$ cat config.mk
export PLATFORM = sky130hd
export DESIGN_NAME = salt_ctrl
export DESIGN_NICKNAME = d
export VERILOG_FILES = /design/src/rtl/salt_pkg.sv /design/src/rtl/salt_ctrl.sv
export SDC_FILE = /design/constraint.sdc
export NUM_CORES = 1
export LEC_CHECK = 0
export ABC_AREA = 1
export BUFFER_PORTS_ARGS = -buffer_cell sky130_fd_sc_hd__buf_4
export CORE_MARGIN = 4
export CORE_UTILIZATION = 40
export DETAILED_ROUTE_END_ITERATION = 10
export MAX_ROUTING_LAYER = met4
export PLACE_DENSITY = 0.76
export SLEW_MARGIN = 20
export SYNTH_ARGS = -nofsm -noshare
export SYNTH_HDL_FRONTEND = slang
export SYNTH_SLANG_ARGS = --single-unit
$ cat constraint.sdc
create_clock -name vclk -period 2.36
set_clock_uncertainty 0.15 [all_clocks]
set_input_delay 0.118 -clock vclk [all_inputs]
set_output_delay 0.118 -clock vclk [all_outputs]
set_load 0.05 [all_outputs]
$ cat src/rtl/salt_pkg.sv
// ----------------------------------------------------------------------------
// salt_pkg: shared types for the shifting array list table
// Operation and status codes, transaction payloads and the shift command
// that the control logic broadcasts to the row of storage cells.
// ----------------------------------------------------------------------------
package salt_pkg;

   localparam int WORD_W   = 32;
   localparam int POS_W    = 8;
   localparam int LENGTH_W = 9;

   // operation codes, codes five to seven are ignored
   typedef enum logic [2:0] {
      OP_APPEND      = 3'd0,
      OP_INSERT      = 3'd1,
      OP_READ        = 3'd2,
      OP_DELETE      = 3'd3,
      OP_DELETE_LAST = 3'd4
   } salt_op_type;

   typedef enum logic [1:0] {
      ST_OK    = 2'd0,
      ST_RANGE = 2'd1,
      ST_EMPTY = 2'd2,
      ST_FULL  = 2'd3
   } salt_status_type;

   typedef struct packed {
      logic [2:0]               op;
      logic [POS_W-1:0]         position;
      logic signed [WORD_W-1:0] data_in;
   } salt_req_type;

   typedef struct packed {
      salt_status_type          status;
      logic signed [WORD_W-1:0] data_out;
      logic [LENGTH_W-1:0]      length;
   } salt_rsp_type;

   // shift command seen by every cell
   typedef struct packed {
      logic insert;
      logic remove;
   } salt_shift_type;

endpackage

$ cat src/rtl/salt_ctrl.sv
// ----------------------------------------------------------------------------
// salt_ctrl: operation decode and bounds checks
// Turns one request into a shift command, a target index, the next count
// and the status of the transaction.
// ----------------------------------------------------------------------------
module salt_ctrl #(
   parameter int CAPACITY = 256,
   parameter int CW       = 9
) (
   input  salt_pkg::salt_req_type       req,
   input  logic [CW-1:0]                count,
   output salt_pkg::salt_shift_type     shift,
   output logic [CW-1:0]                tpos,
   output logic [CW-1:0]                count_next,
   output salt_pkg::salt_status_type    status,
   output logic                         rd_en
);
   import salt_pkg::*;

   // compare width wide enough for both the index and the count
   localparam int CMPW = (CW > POS_W) ? CW : POS_W;
   localparam logic [CMPW-1:0] CAP_X = CMPW'(CAPACITY);

   logic [CMPW-1:0] cnt_x;
   logic [CMPW-1:0] pos_x;
   logic            full;
   logic [CW-1:0]   pos_c;

   assign cnt_x = CMPW'(count);
   assign pos_x = CMPW'(req.position);
   assign full  = (cnt_x >= CAP_X);
   assign pos_c = CW'(pos_x);

   // decode and range checks
   always_comb begin
      shift      = '0;
      tpos       = pos_c;
      count_next = count;
      status     = ST_OK;
      rd_en      = 1'b0;
      unique case (req.op)
         OP_APPEND: begin
            tpos = count;
            if (full) begin
               status = ST_FULL;
            end else begin
               shift.insert = 1'b1;
               count_next   = count + CW'(1);
            end
         end
         OP_INSERT: begin
            if (pos_x > cnt_x) begin
               status = ST_RANGE;
            end else if (full) begin
               status = ST_FULL;
            end else begin
               shift.insert = 1'b1;
               count_next   = count + CW'(1);
            end
         end
         OP_READ: begin
            if (pos_x >= cnt_x) begin
               status = ST_RANGE;
            end else begin
               rd_en = 1'b1;
            end
         end
         OP_DELETE: begin
            if (pos_x >= cnt_x) begin
               status = ST_RANGE;
            end else begin
               shift.remove = 1'b1;
               count_next   = count - CW'(1);
            end
         end
         OP_DELETE_LAST: begin
            if (count == '0) begin
               status = ST_EMPTY;
            end else begin
               count_next = count - CW'(1);
            end
         end
         default: begin
         end
      endcase
   end

endmodule

==> impl_metrics.env, run 1 <==
export IMPL_wirelength_um=3630
export IMPL_setup_viol=0
export IMPL_grt_overflow_total=0
export IMPL_whs_endpoint="rd_en"
export IMPL_period_share_pct=91.7
export IMPL_core_area_um2=3050
export IMPL_status="completed"
export IMPL_cellPowerDensity_nw_per_um2=253
export IMPL_slew_viol_final=0
export IMPL_clockBufferCount=0
export IMPL_hp_start="req[42]"
export IMPL_endpoint_kind="output port"
export IMPL_syn_area_um2=1280
export IMPL_fmax_mhz=462
export IMPL_vias=1589
export IMPL_yosys_warnings=0
export IMPL_syn_avg_cell_area_um2=5.51
export IMPL_layout_setup_ws_ns=0.195
export IMPL_min_period_ns=2.17
export IMPL_cp_required_ns=2.09
export IMPL_dieHeight_um=64.5
export IMPL_synthMuxAreaShare_pct=0
export IMPL_firstDrtPassIters=4
export IMPL_final_hold_viol_count=0
export IMPL_synthSimpleGateAreaFrac_pct=64.0
export IMPL_place_ws_ns=0.215
export IMPL_p_leak_uw=0.000945
export IMPL_postSynthCellCount=232
export IMPL_cts_setup_buffers=0
export IMPL_min_path_cells=3
export IMPL_std_cell_rows=20
export IMPL_seq_area_um2=0
export IMPL_synth_compound_gate_area_share_pct=9.11
export IMPL_drive_gt1_share_pct=32.0
export IMPL_cts_resized=0
export IMPL_grt_pass1_wl_um=6200
export IMPL_ys_types=29
export IMPL_drtAntennaViolNets=0
export IMPL_vdd_ir_drop_max_mv=0.132
export IMPL_routabilityCongestion=0.899
export IMPL_grt_max_degree=16
export IMPL_seq_area_frac_synth_pct=0
export IMPL_die_w_um=64.5
export IMPL_drc=0
export IMPL_syn_nets=294
export IMPL_hpwl_um=3050
export IMPL_seq_cells=0
export IMPL_grt_pass1_vias=1382
export IMPL_avgViaCountPerCell=4.93
export IMPL_nets=342
export IMPL_worstSetupStartpointType="input pin"
export IMPL_slew_headroom_pct=74.6
export IMPL_path_class="input pin to output port"
export IMPL_die_area_um2=4160
export IMPL_arrival_ns=1.90
export IMPL_grt_usage_pct=17.9
export IMPL_path_max_fanout=8
export IMPL_synth_top_family_by_area="simple AND/OR/NAND/NOR gates"
export IMPL_rsz0062_at_grt="no"
export IMPL_initial_core_util_pct=41.8
export IMPL_maxCapViolations=0
export IMPL_worst_slew_pin_slew_ns=0.381
export IMPL_io_pins=75
export IMPL_wl_per_cell_um=11.3
export IMPL_final_setup_tns_ns=0
export IMPL_hold_class="input pin to output port"
export IMPL_io_buffers=43
export IMPL_synth_xor_area_share_pct=4.80
export IMPL_antenna_found_initial=0
export IMPL_synth_adder_area_share_pct=9.79
export IMPL_postCtsHoldBufs=0
export IMPL_n_antenna_cell=0
export IMPL_syn_to_final_growth_pct=31.7
export IMPL_drt_first_iter_violations=137
report_power, final:
| part | internal (uW) | total (uW) | switching, uW |
|---|---|---|---|
| Clock | 0 | 0 | 0 |
| Sequential | 0 | 0 | 0 |
| Combinational | 138 | 426 | 288 |
cells by family (layout without fill, tap and decap cells):
kind of cell             count (synthesis)  count (layout)
AO/OA/AOI/OAI                           21              21
AND/OR/NAND/NOR                        157             157
buffers and inverters                   37              83
XOR/XNOR                                 7               7
adder cells (fa/ha/maj)                 10              10
worst max-delay path by stage:
stage,start,to,slack (ns)
after detailed placement,count[4],count_next[3],0.22
after floorplan,count[4],count_next[2],0.17
after CTS,count[4],count_next[3],0.21
after global routing,count[4],count_next[6],0.02
final,count[4],count_next[3],0.19
after global placement,count[4],count_next[3],0.24
routing by layer:
| metal | up-vias | global-route usage, % | part of all wire (%) |
|---|---|---|---|
| li1 | 843 | - | - |
| met1 | 701 | 25.6 | 48 |
| met2 | 45 | 29.5 | 46 |
| met3 | 0 | 1.04 | 6.6 |
| met4 | 0 | 0 | 0 |
| met5 | - | - | 0 |
cell usage in the layout (no fill, tap or decap):
cell      count
nand2_1      70
buf_4        50
nand3_1      26
nor2_1       23
inv_1        22
o21ai_0      12
ha_1         10
inv_2         9
nand4_1       7
xor2_1        7
nor2_4        6
nand2_4       5
nand2_2       4
nand3_2       4
nor2_2        3
a21oi_1       3
nand3_4       3
nor3_1        3
o21ai_1       2
inv_4         1
or2_2         1
a31oi_1       1
clkinv_1      1
o21ai_2       1
a21oi_2       1
a22oi_1       1
nor4_1        1
nor4_2        1
synthesized netlist by cell type (2+ instances only):
cell type | n | area, um^2
nor3_1 | 3 | 15.0
o21ai_0 | 13 | 65.1
ha_1 | 10 | 125
xor2_1 | 7 | 61.3
nand3_1 | 26 | 130
inv_2 | 9 | 33.8
buf_6 | 2 | 22.5
nor2_2 | 3 | 18.8
nand3_4 | 3 | 52.6
nand3_2 | 4 | 40.0
inv_1 | 22 | 82.6
nor4_1 | 2 | 12.5
nor2_1 | 23 | 86.3
nand4_1 | 7 | 43.8
a21oi_1 | 3 | 15.0
nand2_2 | 4 | 25.0
nor2_4 | 6 | 67.6
nand2_1 | 70 | 263
nand2_4 | 5 | 56.3
critical path: stages:
cell and delay (ns):
buf_4 0.12, inv_1 0.06, ha_1 0.29, nand2_1 0.11, inv_2 0.08, nand2_1 0.07
nand2_1 0.06, nand2_2 0.12, nand3_4 0.16, nor2_4 0.15, nand2_2 0.08, nand2_2 0.12
o21ai_1 0.08, nand3_1 0.09, buf_4 0.21
cell type report:
cell class | count | area (um^2)
tap | 44 | 55.1
multi-input combinational | 195 | 1130
timing repair buffer | 50 | 375
fill | 352 | 1370
inverter | 33 | 126
metrics by stage:
stage / power (uW) / utilization [%] / std cells / hold slack (ns) / cell area (um^2)
after global placement: 422 / 55.1 / 322 / 0.410 / 1680
final: 426 / 55.1 / 322 / 0.411 / 1680
after CTS: 427 / 55.1 / 322 / 0.411 / 1680
after detailed placement: 425 / 55.1 / 322 / 0.410 / 1680
after floorplan: 297 / - / 232 / 0.191 / 1280
after global routing: 464 / 55.1 / 322 / 0.422 / 1680
Note: power is estimated with default switching activity, not from simulation.
==> run 2: changes to the inputs <==
Settings changed: ABC_AREA 1 to 0, PLACE_DENSITY 0.76 to 0.83, SKIP_LAST_GASP from default to 1.
==> impl_metrics.env, run 2 <==
export IMPL_status="completed"
export IMPL_instances_no_fill=210
export IMPL_grt_max_degree=16
export IMPL_grtUsageMet3_pct=0.905
export IMPL_antenna_found_initial=0
export IMPL_drc=0
export IMPL_seq_area_um2=0
export IMPL_layout_common_cells="buf_4, inv_1, nand2_1"
export IMPL_worst_slew_pin_slew_ns=0.458
export IMPL_core_area_um2=2250
export IMPL_std_cell_rows=17
export IMPL_drt_first_iter_violations=26
export IMPL_slew_viol_final=0
export IMPL_io_pins=75
export IMPL_maxCapViolations=0
export IMPL_min_period_ns=2.34
export IMPL_sw_frac_of_total_pct=59.3
export IMPL_grt_pass1_wl_um=5240
export IMPL_firstDrtPassIters=4
export IMPL_clockPowerShare_pct=0
export IMPL_syn_to_final_growth_pct=72.6
export IMPL_arrival_ns=2.08
export IMPL_vias=1216
export IMPL_routabilityCongestion=0.931
export IMPL_dieHeight_um=57.2
export IMPL_initial_core_util_pct=42.9
export IMPL_final_setup_tns_ns=0
export IMPL_startpoint="req[35]"
export IMPL_pwr_share_seq_pct=0
export IMPL_p_int_uw=205
export IMPL_path_class="input pin to output port"
export IMPL_yosys_warnings=0
export IMPL_wl_per_cell_um=16.3
export IMPL_vdd_ir_drop_max_mv=0.229
export IMPL_hpwl_um=2670
export IMPL_seq_cells=0
export IMPL_final_hold_viol_count=0
export IMPL_dp_cells=208
export IMPL_avgViaCountPerCell=5.79
export IMPL_cellPowerDensity_nw_per_um2=302
export IMPL_nets=246
export IMPL_syn_nets=186
export IMPL_synth_top_cell_by_area="ha_1"
export IMPL_grt_overflow_total=0
export IMPL_synth_area_leaders="ha_1, mux2_2, o221ai_2, xnor2_1, inv_1"
export IMPL_seq_area_frac_synth_pct=0
export IMPL_met1_usage_pct=24.6
export IMPL_wirelength_um=3430
export IMPL_ys_types=51
export IMPL_postSynthCellCount=124
export IMPL_die_w_um=57.2
export IMPL_synth_top_area_share_pct=12.9
export IMPL_setup_viol=0
export IMPL_p_leak_uw=0.000731
export IMPL_syn_avg_cell_area_um2=7.80
export IMPL_die_area_um2=3270
export IMPL_hold_class="input pin to output port"
export IMPL_n_antenna_cell=0
export IMPL_drive_gt1_share_pct=59.3
export IMPL_busiest_layer="met2"
export IMPL_pwr_share_comb_pct=100.0
export IMPL_ys_top_cells_by_count="ha_1, inv_1, nand2_1"
export IMPL_clockBufferCount=0
export IMPL_fmax_mhz=427
export IMPL_period_share_pct=99.3
export IMPL_io_buffers=43
export IMPL_worstSetupStartpointType="input pin"
export IMPL_p_switching_uw=299
export IMPL_syn_area_um2=967
export IMPL_hp_start="req[42]"
export IMPL_grtUsageMet2_pct=36.2
export IMPL_slew_headroom_pct=69.2
export IMPL_layout_commonest_cell="buf_4"
export IMPL_path_max_fanout=5
export IMPL_cp_endpoint="count_next[5]"
export IMPL_grt_usage_pct=19.6
export IMPL_cp_required_ns=2.09
export IMPL_endpoint_kind="output port"
export IMPL_drtAntennaViolNets=0
export IMPL_grt_pass1_vias=1136
## run 2: how the worst min path moves through the flow
stage / endpoint / slack (ns) / cells after the start
3_5_place_dp: status[0] / 0.44 / 3
3_3_place_gp: status[0] / 0.43 / 3
4_1_cts: status[0] / 0.44 / 3
5_1_grt: status[0] / 0.48 / 3
6_report: status[0] / 0.45 / 3
2_1_floorplan: count_next[0] / 0.28 / 1
## run 2: what timing repair did
action                     CTS  global route
setup endpoints to repair    6             8
gates resized for setup      3            24
pin swaps                    0             8
buffers inserted             0             2
hold buffers                 0             0
## run 2: cells by family (layout without fill, tap and decap cells)
family / after synthesis / in the layout / synth area share, %
compound gates: 30 / 30 / 29.1
mux: 8 / 8 / 9.19
fa+ha+maj: 10 / 10 / 12.9
buf+inv: 15 / 73 / 6.21
simple gates: 55 / 55 / 37.1
xor+xnor: 6 / 6 / 5.43
## run 2: worst max-delay path: stages
cell,delay (ns)
buf_4,0.11
ha_1,0.36
and4_2,0.28
a31oi_4,0.21
o2111ai_2,0.19
buf_4,0.18
o211a_4,0.18
o221ai_2,0.10
xnor2_2,0.14
buf_6,0.18
## run 2: cell type report
cell class / count / area, um^2
repair buffers: 62 / 492
well taps: 28 / 35.0
fillers: 175 / 586
inverters: 11 / 41.3
multi-input cells: 109 / 1100
## run 2: power by group through the flow
| stage | clock, uW | sequential, uW | combinational, uW |
|---|---|---|---|
| CTS | 0 | 0 | 446 |
| global placement | 0 | 0 | 431 |
| finish | 0 | 0 | 503 |
| global route | 0 | 0 | 531 |
| detailed placement | 0 | 0 | 440 |
| floorplan | 0 | 0 | 293 |
## run 2: metal layers
layer	wire [um]	up-vias
met4	51	0
met5	0	-
li1	-	599
met3	137	4
met1	1380	576
met2	1860	37
## run 2: per-stage QoR
stage	util (%)	area, um^2	total power [uW]	hold slack [ns]	worst slack, ns
6_report	74.0	1670	503	0.449	0.0166
5_1_grt	74.0	1670	531	0.478	-0.0768
4_1_cts	66.4	1500	446	0.437	-0.00220
3_5_place_dp	65.6	1480	440	0.437	-0.0633
3_3_place_gp	65.6	1480	431	0.430	-0.0737
2_1_floorplan	-	1010	293	0.278	0.128
