`src/rtl/salt_pkg.sv`:
```
// ----------------------------------------------------------------------------
// salt_pkg: shared types for the shifting array list table
// Operation and status codes, transaction payloads and the shift command
// that the control logic broadcasts to the row of storage cells.
// ----------------------------------------------------------------------------
package salt_pkg;

   localparam int WORD_W   = 32;
   localparam int POS_W    = 8;
   localparam int LENGTH_W = 9;

   // operation codes, codes five to seven are ignored
   typedef enum logic [2:0] {
      OP_APPEND      = 3'd0,
      OP_INSERT      = 3'd1,
      OP_READ        = 3'd2,
      OP_DELETE      = 3'd3,
      OP_DELETE_LAST = 3'd4
   } salt_op_type;

   typedef enum logic [1:0] {
      ST_OK    = 2'd0,
      ST_RANGE = 2'd1,
      ST_EMPTY = 2'd2,
      ST_FULL  = 2'd3
   } salt_status_type;

   typedef struct packed {
      logic [2:0]               op;
      logic [POS_W-1:0]         position;
      logic signed [WORD_W-1:0] data_in;
   } salt_req_type;

   typedef struct packed {
      salt_status_type          status;
      logic signed [WORD_W-1:0] data_out;
      logic [LENGTH_W-1:0]      length;
   } salt_rsp_type;

   // shift command seen by every cell
   typedef struct packed {
      logic insert;
      logic remove;
   } salt_shift_type;

endpackage

```
`src/rtl/salt_cell.sv`:
```
// ----------------------------------------------------------------------------
// salt_cell: one storage cell of the list
// Holds one word; on insert it writes the new word or takes its lower
// neighbor, on delete it takes its upper neighbor.
// ----------------------------------------------------------------------------
module salt_cell #(
   parameter int CW  = 9,
   parameter int IDX = 0
) (
   input  logic                         clock,
   input  salt_pkg::salt_shift_type     shift,
   input  logic [CW-1:0]                tpos,
   input  logic [CW-1:0]                count,
   input  logic [salt_pkg::WORD_W-1:0]  data_in,
   input  logic [salt_pkg::WORD_W-1:0]  left_word,
   input  logic [salt_pkg::WORD_W-1:0]  right_word,
   output logic [salt_pkg::WORD_W-1:0]  word,
   output logic [salt_pkg::WORD_W-1:0]  rd_word
);
   import salt_pkg::*;

   localparam logic [CW-1:0] MY_IDX = CW'(IDX);

   logic [WORD_W-1:0] word_ff;
   logic [WORD_W-1:0] word_in;

   // next word from the shift command
   always_comb begin
      word_in = word_ff;
      if (shift.insert) begin
         if (MY_IDX == tpos) begin
            word_in = data_in;
         end else if ((MY_IDX > tpos) && (MY_IDX <= count)) begin
            word_in = left_word;
         end
      end else if (shift.remove) begin
         if (MY_IDX >= tpos) begin
            word_in = right_word;
         end
      end
   end

   always_ff @(posedge clock) begin
      word_ff <= word_in;
   end

   // gated onto the read bus when addressed
   assign word    = word_ff;
   assign rd_word = (MY_IDX == tpos) ? word_ff : '0;

endmodule

```
`config.mk`:
```
export PLATFORM = sky130hd
export DESIGN_NAME = salt_cell
export DESIGN_NICKNAME = d
export VERILOG_FILES = /design/src/rtl/salt_pkg.sv /design/src/rtl/salt_cell.sv
export SDC_FILE = /design/constraint.sdc
export NUM_CORES = 1
export LEC_CHECK = 0
export BUFFER_PORTS_ARGS = -buffer_cell sky130_fd_sc_hd__buf_4
export CAP_MARGIN = 15
export CORE_UTILIZATION = 38
export DETAILED_ROUTE_END_ITERATION = 12
export PLACE_DENSITY = 0.84
export SLEW_MARGIN = 20
export SYNTH_ARGS = -nofsm -noshare
export SYNTH_HDL_FRONTEND = slang
export SYNTH_SLANG_ARGS = --single-unit
```
`constraint.sdc`:
```
create_clock -name clock -period 11.2 [get_ports clock]
set_input_delay 2.24 -clock clock [delete_from_list [all_inputs] [get_ports clock]]
set_output_delay 2.24 -clock clock [all_outputs]
set_load 0.1 [all_outputs]
```
==> Implementation_results.wiki, run 1 <==
{| class="wikitable"
! Metric !! Value
|-
| Result of the run || finished, final reports clean
|-
| Drt first pass iters || 5
|-
| Layout area overhead || 61.34%
|-
| Fin cells || 459
|-
| Synthesis-stage register bit count || 32
|-
| Actual transition at the worst max-transition pin || 0.6067 ns
|-
| Routed len/inst || 17.13 um
|-
| Sequential fraction of the synthesis area || 42.79%
|-
| Initial Utilization || 40.05%
|-
| Relative slew slack || 59.46%
|-
| Share of total power in combinational logic || 22.3%
|-
| Data required time of the critical path || 8.96 ns
|-
| Total setup buffers inserted after CTS || 0
|-
| Maximum Capacitance Violations || 0
|-
| Final core utilization || 64.61%
|-
| Number of clock sinks || 32
|-
| Worst Path Arrival || 4.15 ns
|-
| Area share of and/or/nand/nor cells after synthesis || 26.18%
|-
| Number of buffer cells added on primary ports || 171
|-
| Routability-driven placement congestion ratio || 0.8656
|-
| Filler cell count in the final layout || 483
|-
| Deepest level of the CTS H-tree || 2
|-
| Cell leakage power || 1.601 nW
|-
| Slew Limit Fails || 0
|-
| Half-perimeter wire length after detailed placement || 5367 um
|-
| Total power density per cell area || 78.30 nW/um2
|-
| Most numerous cell in the Yosys netlist || sky130_fd_sc_hd__nor2_1
|-
| Antenna violations before repair || 0
|-
| Routed vias || 2,611
|-
| Worst VDD drop || 43.80 uV
|-
| CTS tree || yes
|-
| Adder-cell share of the synthesized area || 0%
|-
| Share of post-route cells with drive strength above 1 || 54.78%
|-
| Max FO, Critical Path || 32
|-
| Post-route setup TNS || 0 ns
|-
| Cts bufs inserted || 5
|-
| Worst setup slack after placement || 4.795 ns
|-
| Internal power of the cells || 0.0002082 W
|-
| Hold_sp || right_word[2]
|-
| Number of enable flip-flop cells after synthesis || 32
|-
| Via-to-Cell Ratio || 5.688
|-
| Total of warnings raised by yosys || 0
|-
| Standard cell core area || 5608 um2
|-
| Final antenna-violating net count || 0
|-
| Type of the worst setup path || in -> out
|-
| Area of the die || 6222 um2
|-
| Fraction of power consumed by the clock network || 30.9%
|-
| Largest family of logic cells by synthesized area || simple AND/OR/NAND/NOR gates
|-
| Multiplexer share of the synthesized area || 0%
|-
| Sort of element at the start of the critical path || input port
|-
| Yosys cell types || 19
|-
| Largest register FFs || 32
|-
| Resized cells post-CTS || 0
|-
| Asr flop ratio synth || 0%
|-
| Synth top area cells || sky130_fd_sc_hd__edfxtp_1 43%, sky130_fd_sc_hd__o31ai_2 11%, sky130_fd_sc_hd__a31oi_1 8.9%
|-
| Number of hold-repair buffers added at the cts stage || 0
|-
| Setup repair after global routing missed its margin || no
|-
| Starting DRC count in detailed routing || 145
|-
| Final number of hold-violating endpoints || 0
|-
| Worst hold-check slack || 2.299 ns
|-
| Worst min-delay path category || in -> reg
|-
| Maximum clock frequency || 156.4 MHz
|-
| Largest area contributor in the netlist || sky130_fd_sc_hd__edfxtp_1
|-
| First-pass GRT wire length || 12,210 um
|-
| Library cell used as clock root buffer || sky130_fd_sc_hd__clkbuf_8
|-
| Die Y-Extent || 78.88 um
|-
| Final setup viols || 0
|-
| Crit share post-route || 57.09%
|-
| Die boundary width || 78.88 um
|-
| Total global-route track usage || 25.15%
|-
| Launch point of the worst path || tpos[6]
|-
| Diodes inserted || 0
|-
| Number of placed I/O pins || 181
|-
| Net count reported at finish || 503
|-
| Fraction of power spent switching nets || 26.62%
|-
| Net count of the mapped netlist || 352
|-
| Final Critical Period || 6.394 ns
|-
| Fraction of the mapped netlist area in compound gates || 24.07%
|-
| Mapped cell area || 2246 um2
|-
| PnR worst setup slack || 4.806 ns
|-
| Post-synthesis area per instance || 9.557 um2
|-
| Synthesized instance count || 235
|-
| Total congestion overflow after global routing || 0
|-
| Primary flip-flop cell chosen by synthesis mapping || sky130_fd_sc_hd__edfxtp_1
|-
| Cell Rows || 27
|-
| Crit end category || primary output
|-
| Synth cell count leaders || 34 x sky130_fd_sc_hd__nor2_1, 32 x sky130_fd_sc_hd__a31oi_1, 32 x sky130_fd_sc_hd__and3_1, 32 x sky130_fd_sc_hd__edfxtp_1, 32 x sky130_fd_sc_hd__nand4_1
|-
| Number of global-route vias before repair || 2,493
|-
| Remaining routing DRC violations || 0
|-
| Reg clk slew, reported paths || 0.07 ns
|-
| Fraction of synthesized cell area in xor and xnor cells || 0%
|-
| Power spent charging and discharging nets || 0.00007552 W
|-
| Post-Route WL || 7861 um
|-
| Number of cells in the design after placement || 451
|-
| Sequential cell fraction of total power || 46.8%
|-
| Largest net degree at the start of global routing || 66
|-
| Buffer depth of the longest clock path || 2
|-
| Area share of the leading cell type in the synthesized netlist || 42.79%
|}
layout make-up:
| class | instances | area, um2 | area share [%] |
|---|---|---|---|
| Timing Repair Buffer | 178 | 1336 | 36.88 |
| Clock inverter | 3 | 13.76 | 0.3798 |
| Multi-Input combinational cell | 169 | 1154 | 31.84 |
| Tap cell | 72 | 90.09 | 2.486 |
| Sequential cell | 32 | 960.9 | 26.52 |
| Clock buffer | 5 | 68.82 | 1.899 |
path summary, 6_finish.rpt:
check / end / slack [ns] / cells after the start
setup / recovery: rd_word[5] / 4.81 / 5
hold / removal: word[2]$_DFFE_PP_ / 2.30 / 3
power groups by stage:
stage	combinational, W	sequential [W]	clock, W
3_5_place_dp	0.0000630	0.000136	0
2_1_floorplan	0.0000259	0.000137	0
3_3_place_gp	0.0000617	0.000136	0
4_1_cts	0.0000633	0.000133	0.0000881
6_report	0.0000633	0.000133	0.0000875
5_1_grt	0.0000685	0.000133	0.0000933
critical path, cell delays in order:
cell and delay [ns]:
sky130_fd_sc_hd__buf_4 0.12, sky130_fd_sc_hd__or4_2 0.71, sky130_fd_sc_hd__nor2_4 0.50, sky130_fd_sc_hd__and3_1 0.27, sky130_fd_sc_hd__buf_4 0.30
metal layers:
| metal | wire (um) | vias up | track usage, % |
|---|---|---|---|
| met5 | 0 | - | 0 |
| met4 | 191 | 0 | 9.273 |
| met3 | 579 | 17 | 5.057 |
| met2 | 4097 | 140 | 43.13 |
| met1 | 2994 | 1214 | 31.18 |
| li1 | - | 1240 | - |
stage by stage:
step	cell area, um2	power, W
finish	3623	0.0002837
global route	3623	0.0002946
CTS	3623	0.0002843
floorplan	2246	0.0001628
detailed placement	3541	0.0001986
global placement	3541	0.0001972
layout by cell type, fill, tap and decap left out, drive strengths merged:
cell,n
nand4,32
nor3,1
and3,32
or3,1
a31oi,32
edfxtp,32
or4,1
clkbuf,5
buf,178
nor4,2
or2,1
o31ai,32
nor2,35
clkinv,3
cell families (layout without fill, tap and decap cells):
family / after synthesis / count (layout)
AND/OR/NAND/NOR: 105 / 105
buffers and inverters: 34 / 186
flip-flops: 32 / 32
AO/OA/AOI/OAI: 64 / 64
Note: power is estimated with default switching activity, not from simulation.
==> run 2: changes to the inputs <==
CORE_UTILIZATION = 36   (was 38)
clock period = 5.2 ns   (was 11.2 ns; I/O delays follow)
==> Implementation_results.wiki, run 2 (same netlist as run 1, synthesis figures left out) <==
{| class="wikitable"
! Metric !! Value
|-
| Result of the run || finished, final reports clean
|-
| Most frequent cells in the layout || 176 x sky130_fd_sc_hd__buf_4, 33 x sky130_fd_sc_hd__nor2_1
|-
| Routed vias || 2,618 (+0.27%)
|-
| Total power density per cell area || 179.5 nW/um2 (+130%)
|-
| Hold_sp || right_word[15]
|-
| Initial Utilization || 37.71% (-2.3 points)
|-
| Starting DRC count in detailed routing || 289 (+99%)
|-
| Cell Rows || 28 (+3.7%)
|-
| Number of stages on the worst hold path || 3 (unchanged)
|-
| Layout area overhead || 62.34%
|-
| CTS tree || yes
|-
| Number of buffer cells added on primary ports || 171 (unchanged)
|-
| Max FO, Critical Path || 34 (+6.3%)
|-
| Half-perimeter wire length after detailed placement || 5756 um (+7.3%)
|-
| Area of the die || 6559 um2 (+5.4%)
|-
| Standard cell core area || 5956 um2 (+6.2%)
|-
| Reg clk slew, reported paths || 0.07 ns (about the same)
|-
| Type of the worst setup path || in -> out
|-
| Final Critical Period || 4.054 ns
|-
| Resized cells post-CTS || 0 (unchanged)
|-
| Data required time of the critical path || 4.16 ns (-4.80 ns)
|-
| Number of clock sinks || 32 (unchanged)
|-
| Worst Path Arrival || 3.01 ns (-1.14 ns)
|-
| Drt first pass iters || 4 (-1)
|-
| Worst VDD drop || 94.29 uV (+120%)
|-
| Buffer depth of the longest clock path || 2 (unchanged)
|-
| Diodes inserted || 0 (unchanged)
|-
| Deepest level of the CTS H-tree || 2 (unchanged)
|-
| Filler cell count in the final layout || 521 (+7.9%)
|-
| Crit share post-route || 77.97%
|-
| Cell leakage power || 1.603 nW (+0.13%)
|-
| Final number of hold-violating endpoints || 0 (unchanged)
|-
| First-pass GRT wire length || 12,850 um (+5.3%)
|-
| Launch point of the worst path || tpos[4]
|-
| Most common cell after layout, fill and taps aside || sky130_fd_sc_hd__buf_4
|-
| Actual transition at the worst max-transition pin || 0.9826 ns (+0.3759 ns)
|-
| Final antenna-violating net count || 0 (unchanged)
|-
| Crit end category || primary output
|-
| Total congestion overflow after global routing || 0 (unchanged)
|-
| Slew Limit Fails || 0 (unchanged)
|-
| Share of post-route cells with drive strength above 1 || 54.55% (-0.23 points)
|-
| Worst min-delay path category || in -> reg
|-
| Cts bufs inserted || 5 (unchanged)
|-
| Die Y-Extent || 80.99 um (+2.7%)
|-
| Die boundary width || 80.99 um (+2.7%)
|-
| Routability-driven placement congestion ratio || 0.8632 (-0.28%)
|-
| Power after layout || 0.0006545 W (+130%)
|-
| Area of combinational cells with multiple inputs || 1164 um2 (+0.87%)
|-
| Setup repair after global routing missed its margin || no
|-
| Antenna violations before repair || 0 (unchanged)
|-
| Post-route standard cell area excluding fillers || 3646 um2 (+0.62%)
|-
| Library cell used as clock root buffer || sky130_fd_sc_hd__clkbuf_8
|-
| Hold-critical path endpoint || word[15]$_DFFE_PP_
|-
| Total global-route track usage || 25.67% (+0.53 points)
|-
| Total setup buffers inserted after CTS || 0 (unchanged)
|-
| Number of hold-repair buffers added at the cts stage || 0 (unchanged)
|-
| Net count reported at finish || 501 (-0.40%)
|-
| Sort of element at the start of the critical path || input port
|-
| Placed cell area || 3540 um2 (about the same)
|-
| Final setup viols || 0 (unchanged)
|-
| Post-Route WL || 8338 um (+6.1%)
|-
| Maximum Capacitance Violations || 0 (unchanged)
|-
| Largest net degree at the start of global routing || 66 (unchanged)
|-
| Number of placed I/O pins || 181 (unchanged)
|-
| Routed len/inst || 18.13 um (+5.8%)
|-
| Largest register FFs || 32 (unchanged)
|-
| Seq. cell area || 960.9 um2 (unchanged)
|-
| Number of global-route vias before repair || 2,633 (+5.6%)
|-
| Via-to-Cell Ratio || 5.691 (about the same)
|-
| Maximum clock frequency || 246.7 MHz
|-
| Post-route setup TNS || 0 ns (unchanged)
|-
| Remaining routing DRC violations || 0 (unchanged)
|-
| Relative slew slack || 34.49% (-25 points)
|}
==> run 2: cell types whose count changed in the layout (fill, tap and decap cells not counted), sizes merged <==
cell	previous run	this run
bufinv	0	1
buf	178	176
clkinv	3	2
==> run 2: metrics by stage <==
stage                     hold WS [ns]  utilization [%]  cells  setup slack, ns
after floorplan                  1.289                -    235            1.020
after global placement           1.382            59.43    452            1.224
after detailed placement         1.387            59.43    452            1.150
after CTS                        1.097            61.22    460            1.153
after global routing             1.099            61.22    460            1.044
final                            1.103            61.22    460            1.146
==> run 2: worst max-delay path, cell delays in order <==
cell                     delay, ns
sky130_fd_sc_hd__buf_4        0.12
sky130_fd_sc_hd__or2_2        0.65
sky130_fd_sc_hd__nor2_4       0.63
sky130_fd_sc_hd__and3_1       0.26
sky130_fd_sc_hd__buf_4        0.29
==> run 2: area by class of cell <==
| cell class | count | area share (%) |
|---|---|---|
| timing repair buffer | 176 | 36.24 |
| multi-input combinational | 169 | 31.91 |
| sequential | 32 | 26.36 |
| tap | 75 | 2.574 |
| clock buffer | 5 | 1.887 |
| clock inverter | 3 | 1.030 |
==> run 2: worst max-delay path by stage <==
stage,end,slack [ns],depth (start not counted)
after global routing,rd_word[30],1.04,5
after detailed placement,rd_word[30],1.15,5
after CTS,rd_word[30],1.15,5
final,rd_word[30],1.15,5
after floorplan,word[0]$_DFFE_PP_,1.02,4
after global placement,rd_word[9],1.22,5
==> run 2: where the power goes <==
| group | leakage, nW | internal, W | switching, W | total, W |
|---|---|---|---|---|
| Clock | 0.0532 | 0.000139 | 0.0000907 | 0.000230 |
| Sequential | 0.298 | 0.000286 | 0.000000223 | 0.000286 |
| Combinational | 1.25 | 0.0000708 | 0.0000672 | 0.000138 |
==> run 2: layer usage <==
metal	share of wire, %	track usage [%]	wire (um)
met1	38	31.74	3198
met2	53	45.29	4433
met3	6.7	3.371	559
met4	1.8	9.464	146
met5	0	0	0
==> run 3: changes to the inputs <==
CORE_UTILIZATION = 38   (was 36)
clock period = 4.1 ns   (was 5.2 ns; I/O delays follow)
==> Implementation_results.wiki, run 3 (same netlist as run 1, synthesis figures left out) <==
{| class="wikitable"
! Metric !! Value
|-
| Slew Limit Fails || 0 (unchanged)
|-
| Number of buffer cells added on primary ports || 171 (unchanged)
|-
| Setup repair after global routing missed its margin || no
|-
| Total global-route track usage || 25.20% (-0.48 points)
|-
| Deepest level of the CTS H-tree || 2 (unchanged)
|-
| Layout area overhead || 62.01%
|-
| Largest register FFs || 32 (unchanged)
|-
| Routed len/inst || 17.17 um (-5.3%)
|-
| Cts bufs inserted || 5 (unchanged)
|-
| Crit end category || primary output
|-
| Type of the worst setup path || in -> out
|-
| Post-route setup TNS || 0 ns (unchanged)
|-
| Die Y-Extent || 78.88 um (-2.6%)
|-
| Maximum clock frequency || 281.4 MHz
|-
| Cell Rows || 27 (-3.6%)
|-
| Hold-critical path endpoint || word[31]$_DFFE_PP_
|-
| Die boundary width || 78.88 um (-2.6%)
|-
| Crit share post-route || 86.67%
|-
| Hold_sp || right_word[31]
|-
| Actual transition at the worst max-transition pin || 0.9550 ns (-0.02757 ns)
|-
| Cell leakage power || 1.604 nW (+0.12%)
|-
| Final setup viols || 0 (unchanged)
|-
| Post-Route WL || 7897 um (-5.3%)
|-
| Worst min-delay path category || in -> reg
|-
| Most common cell after layout, fill and taps aside || sky130_fd_sc_hd__buf_4
|-
| Starting DRC count in detailed routing || 222 (-23%)
|-
| Maximum Capacitance Violations || 0 (unchanged)
|-
| Resized cells post-CTS || 0 (unchanged)
|-
| Number of clock sinks || 32 (unchanged)
|-
| Final antenna-violating net count || 0 (unchanged)
|-
| Final Critical Period || 3.553 ns
|-
| Post-route standard cell area excluding fillers || 3638 um2 (-0.21%)
|-
| Library cell used as clock root buffer || sky130_fd_sc_hd__clkbuf_8
|-
| Remaining routing DRC violations || 0 (unchanged)
|-
| Via-to-Cell Ratio || 5.650 (-0.73%)
|-
| Final number of hold-violating endpoints || 0 (unchanged)
|-
| Number of global-route vias before repair || 2,479 (-5.8%)
|-
| Routability-driven placement congestion ratio || 0.8171 (-5.3%)
|-
| Sort of element at the start of the critical path || input port
|-
| Data required time of the critical path || 3.28 ns (-0.88 ns)
|-
| Most frequent cells in the layout || 179 x sky130_fd_sc_hd__buf_4, 33 x sky130_fd_sc_hd__nor2_1
|-
| Buffer depth of the longest clock path || 2 (unchanged)
|-
| Total setup buffers inserted after CTS || 0 (unchanged)
|-
| Result of the run || finished, final reports clean
|-
| Number of placed I/O pins || 181 (unchanged)
|-
| Max FO, Critical Path || 32 (-5.9%)
|-
| CTS tree || yes
|-
| Power after layout || 0.0007598 W (+16%)
|-
| Initial Utilization || 40.05% (+2.3 points)
|-
| First-pass GRT wire length || 12,210 um (-5.0%)
|-
| Share of post-route cells with drive strength above 1 || 54.64% (+0.094 points)
|-
| Number of stages on the worst hold path || 3 (unchanged)
|-
| Largest net degree at the start of global routing || 66 (unchanged)
|-
| Routed vias || 2,599 (-0.73%)
|-
| Standard cell core area || 5608 um2 (-5.8%)
|-
| Total congestion overflow after global routing || 0 (unchanged)
|-
| Total power density per cell area || 208.8 nW/um2 (+16%)
|-
| Antenna violations before repair || 0 (unchanged)
|-
| Area of the die || 6222 um2 (-5.1%)
|-
| Worst VDD drop || 132.4 uV (+40%)
|-
| Worst Path Arrival || 2.73 ns (-0.28 ns)
|-
| Half-perimeter wire length after detailed placement || 5810 um (+0.94%)
|-
| Diodes inserted || 0 (unchanged)
|-
| Relative slew slack || 35.85% (+1.4 points)
|-
| Drt first pass iters || 4 (unchanged)
|-
| Placed cell area || 3558 um2 (+0.53%)
|-
| Net count reported at finish || 504 (+0.60%)
|-
| Reg clk slew, reported paths || 0.06 ns (about the same)
|-
| Number of hold-repair buffers added at the cts stage || 0 (unchanged)
|}
[run 3: changes by cell type in the layout (fill, tap and decap cells not counted), sizes merged]
cell and change:
clkbuf +2, buf +3, clkinv -1, bufinv -1
[run 3: stage by stage]
step           hold slack, ns  std cells  setup slack, ns  utilization, %
6_report               0.8945        460           0.5466           64.88
3_3_place_gp            1.166        452           0.5979           63.45
5_1_grt                0.8946        460           0.4629           64.88
3_5_place_dp            1.168        452           0.5495           63.45
2_1_floorplan           1.069        235           0.1400               -
4_1_cts                0.8819        460           0.5492           64.88
[run 3: critical path, cell delays in order]
cell and delay (ns):
sky130_fd_sc_hd__buf_4 0.12, sky130_fd_sc_hd__or4_2 0.72, sky130_fd_sc_hd__nor2_4 0.50, sky130_fd_sc_hd__and3_1 0.26, sky130_fd_sc_hd__buf_4 0.29
[run 3: layout make-up]
cell class / instances / area, um2
clock buffers: 7 / 76.32
clock inverters: 1 / 3.754
multi-input cells: 169 / 1164
flip-flops and latches: 32 / 960.9
repair buffers: 179 / 1344
fillers: 469 / 1969
well taps: 72 / 90.09
[run 3: worst max path at each step]
stage                                   end  startpoint  cells past startpoint  slack, ns
after floorplan           word[0]$_DFFE_PP_     tpos[6]                      4       0.14
after global routing             rd_word[1]     tpos[6]                      5       0.46
final                           rd_word[13]     tpos[6]                      5       0.55
after global placement           rd_word[2]     tpos[6]                      5       0.60
after CTS                       rd_word[13]     tpos[6]                      5       0.55
after detailed placement        rd_word[13]     tpos[6]                      5       0.55
[run 3: per-layer routing]
| metal | vias up | GRT usage (%) | share of wire (%) |
|---|---|---|---|
| met5 | - | 0 | 0 |
| li1 | 1242 | - | - |
| met3 | 6 | 5.172 | 7.5 |
| met2 | 142 | 45.39 | 53 |
| met4 | 0 | 6.182 | 0.99 |
| met1 | 1209 | 30.63 | 39 |
[run 3: power breakdown]
part | switching (W) | leakage, nW | internal [W] | total (W)
clock | 0.000104 | 0.0399 | 0.000118 | 0.000222
sequential | 0.000000262 | 0.298 | 0.000363 | 0.000363
combinational | 0.0000840 | 1.27 | 0.0000909 | 0.000175
